[src/rtl/ltks_pkg.sv]
// Shared types and constants of the light top-k selector.
// No dependencies; used by every module of the block.
`timescale 1ns / 1ps
`default_nettype none

package ltks_pkg;

    localparam int unsigned POS_W   = 24;
    localparam int unsigned VAL_W   = 16;
    localparam int unsigned LIGHT_W = 7;
    localparam int unsigned SLOT_W  = 5;
    localparam int unsigned IMP_W   = 40;
    localparam int unsigned BUD_W   = 6;
    localparam int unsigned BON_W   = 10;
    localparam int unsigned CIDX_W  = 3;

    // 0.1 in Q8.8, rounded
    localparam logic [VAL_W-1:0] MIN_RANGE = 16'd26;
    // 1.0 in Q.16, added to the squared distance
    localparam logic [49:0] DEN_ONE = 50'd65536;

    typedef enum logic [CIDX_W-1:0] {
        CFG_CAMERA_X  = 3'd0,
        CFG_CAMERA_Y  = 3'd1,
        CFG_CAMERA_Z  = 3'd2,
        CFG_SHADOWS   = 3'd3,
        CFG_BUDGET    = 3'd4,
        CFG_BONUS     = 3'd5
    } t_cfg_idx;

    typedef enum logic {
        REQ_LIGHT = 1'b0,
        REQ_EOF   = 1'b1
    } t_req;

    typedef struct packed {
        logic                    req_type;
        logic [LIGHT_W-1:0]      light_index;
        logic                    is_directional;
        logic                    in_view;
        logic signed [POS_W-1:0] pos_x;
        logic signed [POS_W-1:0] pos_y;
        logic signed [POS_W-1:0] pos_z;
        logic [VAL_W-1:0]        light_range;
        logic [VAL_W-1:0]        intensity;
    } t_in;

    typedef struct packed {
        logic [LIGHT_W-1:0] selected_light;
        logic [SLOT_W-1:0]  slot_number;
        logic               valid_res;
        logic               last;
    } t_out;

    typedef struct packed {
        logic signed [POS_W-1:0] camera_x;
        logic signed [POS_W-1:0] camera_y;
        logic signed [POS_W-1:0] camera_z;
        logic                    shadows_enabled;
        logic [BUD_W-1:0]        light_budget;
        logic [BON_W-1:0]        holder_gain;
    } t_cfg;

endpackage

`default_nettype wire

[src/rtl/ltks_front.sv]
// Front end: two-entry queue that takes input transfers and hands them to the back end.
// Depends on ltks_pkg.
`timescale 1ns / 1ps
`default_nettype none

module ltks_front (
    input  wire              i_clk,
    input  wire              i_rst_n,
    input  wire              i_in_valid,
    output logic             o_in_stall,
    input  ltks_pkg::t_in    i_in_data,
    output logic             o_q_valid,
    output ltks_pkg::t_in    o_q_data,
    input  wire              i_q_pop
);

    ltks_pkg::t_in r_buf [2];
    logic       r_wr;
    logic       r_rd;
    logic [1:0] r_cnt;
    logic       push;
    logic       pop;

    assign o_in_stall = (r_cnt == 2'd2);
    assign o_q_valid  = (r_cnt != 2'd0);
    assign o_q_data   = r_buf[r_rd];
    assign push       = i_in_valid && !o_in_stall;
    assign pop        = o_q_valid && i_q_pop;

    always_ff @(posedge i_clk) begin
        if (!i_rst_n) begin
            r_wr  <= 1'b0;
            r_rd  <= 1'b0;
            r_cnt <= 2'd0;
        end else begin
            if (push) begin
                r_wr <= !r_wr;
            end
            if (pop) begin
                r_rd <= !r_rd;
            end
            r_cnt <= r_cnt + {1'b0, push} - {1'b0, pop};
        end
    end

    always_ff @(posedge i_clk) begin
        if (push) begin
            r_buf[r_wr] <= i_in_data;
        end
    end

endmodule

`default_nettype wire

[config.mk]
export PLATFORM = sky130hd
export DESIGN_NAME = ltks_front
export DESIGN_NICKNAME = d
export VERILOG_FILES = /design/src/rtl/ltks_pkg.sv /design/src/rtl/ltks_front.sv
export SDC_FILE = /design/constraint.sdc
export NUM_CORES = 1
export LEC_CHECK = 0
export ABC_AREA = 0
export BUFFER_PORTS_ARGS = -buffer_cell sky130_fd_sc_hd__clkbuf_2
export CAP_MARGIN = 20
export CORE_ASPECT_RATIO = 1.1
export CORE_MARGIN = 5
export CORE_UTILIZATION = 40
export CTS_BUF_LIST = sky130_fd_sc_hd__clkbuf_2 sky130_fd_sc_hd__clkbuf_4 sky130_fd_sc_hd__clkbuf_8
export DETAILED_ROUTE_END_ITERATION = 6
export MAX_ROUTING_LAYER = met4
export SYNTH_ARGS = -nofsm -noshare
export SYNTH_HDL_FRONTEND = slang
export SYNTH_SLANG_ARGS = --single-unit
[constraint.sdc]
create_clock -name i_clk -period 9.1 [get_ports i_clk]
set_clock_uncertainty 0.2 [all_clocks]
set_input_delay 1.82 -clock i_clk [delete_from_list [all_inputs] [get_ports i_clk]]
set_output_delay 1.82 -clock i_clk [all_outputs]
set_load 0.1 [all_outputs]
**Word level (Yosys, flattened, before mapping)**

Memory sizes are Yosys's and may differ from the RTL's. A register that Yosys moved wholly into a read port is not among the register bits.
Index checks and enable logic that the tools add are counted.

- Register bits after elaboration: 4
- Bits in latches: 0
- Input port bits: 118
- Memories kept: 1
- Output and inout bits: 116
- Bits in writable memories: 228
- Bits in read-only memories: 0
- Logic and storage cells: 17

Memories:

| memory | depth | bits a word | rd ports | clocked after memory_dff | wr ports | RTL line | source |
|---|---|---|---|---|---|---|---|
| r_buf | 2 | 114 | 1 | 1 | 1 | ltks_front.sv:17 | `ltks_pkg::t_in r_buf [2];` |

- Add/subtract/negate cells: 2
- Div/mod/pow operators: 0
- Shift operators: 0
- Reduce and logical (&&, ||, !) cells: 6
- Muxes and demuxes: 4
- Bitwise logic cells: 0
- Equal/unequal tests: 1
- Order comparisons: 0
- Multiply operators: 0

Operators by type and width:

| kind | number |
|---|---|
| two-way mux 1 bit | 4 |
| logical NOT 1 bit | 3 |
| adder 2 x 1 -> 2 bit | 1 |
| == test 2 bit (second input constant) | 1 |
| logical AND 1 bit | 2 |
| nonzero test 2 bit | 1 |
| subtractor 2 x 1 -> 2 bit | 1 |

**Depth between registers and ports, before layout**

- Word-level depth: 5
- Mapped depth: 8
- Mapped depth without buffers: 8

**Least setup slack after synthesis**

OpenSTA, ideal clock, no wires.

- Path type: input-to-reg
- From: input i_in_valid
- To: memory r_buf[0][0] (netlist bit), enable pin
- Setup time: 588 ps
- Required time: 8,312 ps
- Arrival: 6,654 ps
- Cell stages on the path: 2
- Slack: 1,658 ps
- Path buffers: 0
- Path through: nand2_1 -> nor2_1

- Word-level cells in the longest chain between the ends: 3

RTL lines:

| what | RTL line | source |
|---|---|---|
| start, declared | ltks_front.sv:9 | `input wire i_in_valid,` |
| logical AND 1 bit | ltks_front.sv:27 | `assign push = i_in_valid && !o_in_stall;` |
| two-way mux 1 bit | ltks_front.sv:47 | `if (push) begin` |
| two-way mux 1 bit (not written as such) | ltks_front.sv:48 | `r_buf[r_wr] <= i_in_data;` |
| end, declared | ltks_front.sv:17 |  |

Every way passes these cells.

==> results.json <==
{
  "die-area_mm2": 0.0248,
  "fin_setup_tns_ns": 0,
  "cts.path.max_buffers": 3,
  "wl_per_cell_um": 17.6,
  "dp_hpwl_mm": 11.2,
  "cp.arrival_ns": 3.16,
  "cts-root-buf": "clkbuf_8",
  "path_cells": "buf_4, mux2_2, clkbuf_2",
  "cp-start-kind": "flip-flop",
  "drt_iter0_drc": 163,
  "cp_max_fo": 64,
  "synth_top_family_by_area": "multiplexers",
  "drive_gt1_frac": 0.620,
  "clk_pin_slew_worst_paths_ns": 0.06,
  "die_h_um": 165,
  "die_x_um": 151,
  "synth_cell_types": 19,
  "cts_setup_buffers": 0,
  "synth-xor-area-share": 0.00302,
  "synth.area.mux_share": 0.174,
  "crit_buf_inv": 2,
  "clkSinkCount": 233,
  "area_delta_synth_final_pct": 25.0,
  "worst_hold_startpoint": "r_rd$_SDFFE_PN0P_",
  "syn_nets": 501,
  "netlist_area_mm2": 0.00871,
  "cts-hold-fix-buffers": 0,
  "row_count": 56,
  "cts_tree": "built",
  "yosysWarningCount": 0,
  "grt_max_degree": 67,
  "ys_ff_latch": 233,
  "relSlewSlack": 0.306,
  "critPathCaptureType": "primary output",
  "fin_crit_ns": 5.18,
  "ys_seq_area_frac": 0.798,
  "syn_inst": 381,
  "finalCritPeriodShare": 0.570,
  "synth_compound_area_frac": 0.000862,
  "final_antenna_net_count": 0,
  "drc": 0,
  "reg2reg_from": "r_cnt[0]$_SDFF_PN0_",
  "finalMaxSlewViolations": 0,
  "rsz0062_at_grt": "false",
  "crit_type": "reg -> out",
  "slowest_delay_ns": 1.02,
  "routed_wl_mm": 16.9,
  "cp_slowest_cell": "dfxtp_4",
  "synth-simple-area-share": 0.00618,
  "dr.pass1.iters": 4,
  "viasPerCell": 4.60,
  "cts_resized": 0,
  "antenna_found_initial": 2,
  "initial_core_util": 0.407,
  "final_hold_viol_count": 0,
  "grt_first_pass_wirelength_mm": 26.0,
  "run_status": "completed",
  "fmax_ghz": 0.193,
  "core_area_mm2": 0.0214,
  "overflow": 0,
  "drv_cap": 0,
  "setup_violations": 0,
  "grt_util_all_layers": 0.139,
  "cp_top_family": "buffers and inverters",
  "final_nets": 765,
  "worst_pin_slew_ns": 1.04,
  "htree_levels": 2,
  "synth_fa_ha_area_frac": 0.00287,
  "grt_pass1_vias": 5072,
  "vias": 4424,
  "hold_class": "reg -> reg",
  "cts_buffers": 38,
  "required_ns": 7.08,
  "io-pin-count": 234,
  "postSynthAreaPerCell_um2": 22.9,
  "place.gp.congestion": 0.769,
  "io_buffers": 233,
  "clkLatencyLatePin_ns": 0.50
}
-- Yosys cell counts --
master | count | area, um2
nand2_1 | 2 | 7.51
inv_1 | 3 | 11.3
and2_1 | 1 | 6.26
mux2_2 | 54 | 608
nand2b_1 | 2 | 12.5
buf_2 | 5 | 25.0
dfxtp_1 | 5 | 100
nor2_1 | 4 | 15.0
mux2_4 | 60 | 901
or2_2 | 1 | 6.26
xor2_1 | 1 | 8.76
and3_1 | 1 | 6.26
buf_6 | 7 | 78.8
edfxtp_1 | 228 | 6850
o21a_1 | 1 | 7.51
ha_1 | 2 | 25.0
buf_8 | 1 | 15.0
mux2i_1 | 1 | 10.0
xnor2_1 | 2 | 17.5
-- state kept, by name, summed over array words and instances, names as in the netlist, named ones only --
signal	flops
r_rd	1
r_buf	228
r_wr	1
r_cnt	2
-- cell usage in the layout, fill, tap and decap left out --
master / synthesis / final
mux2i_1: 1 / 1
ha_1: 2 / 2
and3_4: 0 / 1
edfxtp_1: 228 / 228
xnor2_1: 2 / 2
nand2b_1: 2 / 2
dfxtp_1: 5 / 4
inv_1: 3 / 3
clkinvlp_4: 0 / 2
nor2_4: 0 / 1
clkinv_1: 0 / 4
mux2_4: 60 / 60
nor2_1: 4 / 3
dfxtp_4: 0 / 1
clkbuf_2: 0 / 233
xor2_1: 1 / 1
or2_2: 1 / 1
clkbuf_8: 0 / 41
buf_4: 0 / 4
and2_1: 1 / 1
clkbuf_4: 0 / 14
clkinv_2: 0 / 3
mux2_2: 54 / 54
nand2_1: 2 / 2
o21a_1: 1 / 1
diode_2: 0 / 2
-- metal layers --
| layer | part of all wire | wire, um | global-route usage |
|---|---|---|---|
| met4 | 0.025 | 420 | 0.0474 |
| met5 | 0 | 0 | - |
| met1 | 0.40 | 6670 | 0.156 |
| met3 | 0.092 | 1550 | 0.0546 |
| met2 | 0.49 | 8230 | 0.227 |
-- worst paths after layout --
| check | to | slack (ns) | cells after the start |
|---|---|---|---|
| worst min register to register | flip-flop | 0.32 | 2 |
| worst max-delay path | o_q_data[39] | 3.92 | 3 |
| worst min-delay path | flip-flop | 0.32 | 2 |
| worst max register to register | r_buf[1][93]$_DFFE_PP_ | 6.37 | 3 |
-- metrics by stage --
stage | hold WS, ns | cells | utilization | worst slack (ns) | cell area [um2]
after global placement | 0.298 | 895 | 0.476 | 4.39 | 10200
after CTS | 0.323 | 959 | 0.509 | 3.78 | 10900
after floorplan | 0.255 | 381 | - | 1.66 | 8710
final | 0.323 | 961 | 0.509 | 3.92 | 10900
after detailed placement | 0.304 | 895 | 0.476 | 4.36 | 10200
after global routing | 0.385 | 961 | 0.509 | 3.70 | 10900
-- worst min-delay path, stage by stage (launching register included) --
cell and delay [ns]:
dfxtp_1 0.32, xnor2_1 0.09, nor2_1 0.08
-- cell type report --
class,instances,area (um2)
clock buffers,55,669
well taps,290,363
flip-flops and latches,233,6950
inverters,3,11.3
fillers,1823,10500
clock inverters,9,45.0
diodes,2,5.00
multi-input cells,132,1640
repair buffers,237,1200
-- logic make-up after synthesis --
logic type | after synthesis
flops | 233
buf+inv | 16
xor+xnor | 3
simple gates | 11
compound gates | 1
mux | 115
fa+ha+maj | 2
Power is not shown: default switching activity piles up to over one toggle a cycle in this logic, so the estimate is an artifact.
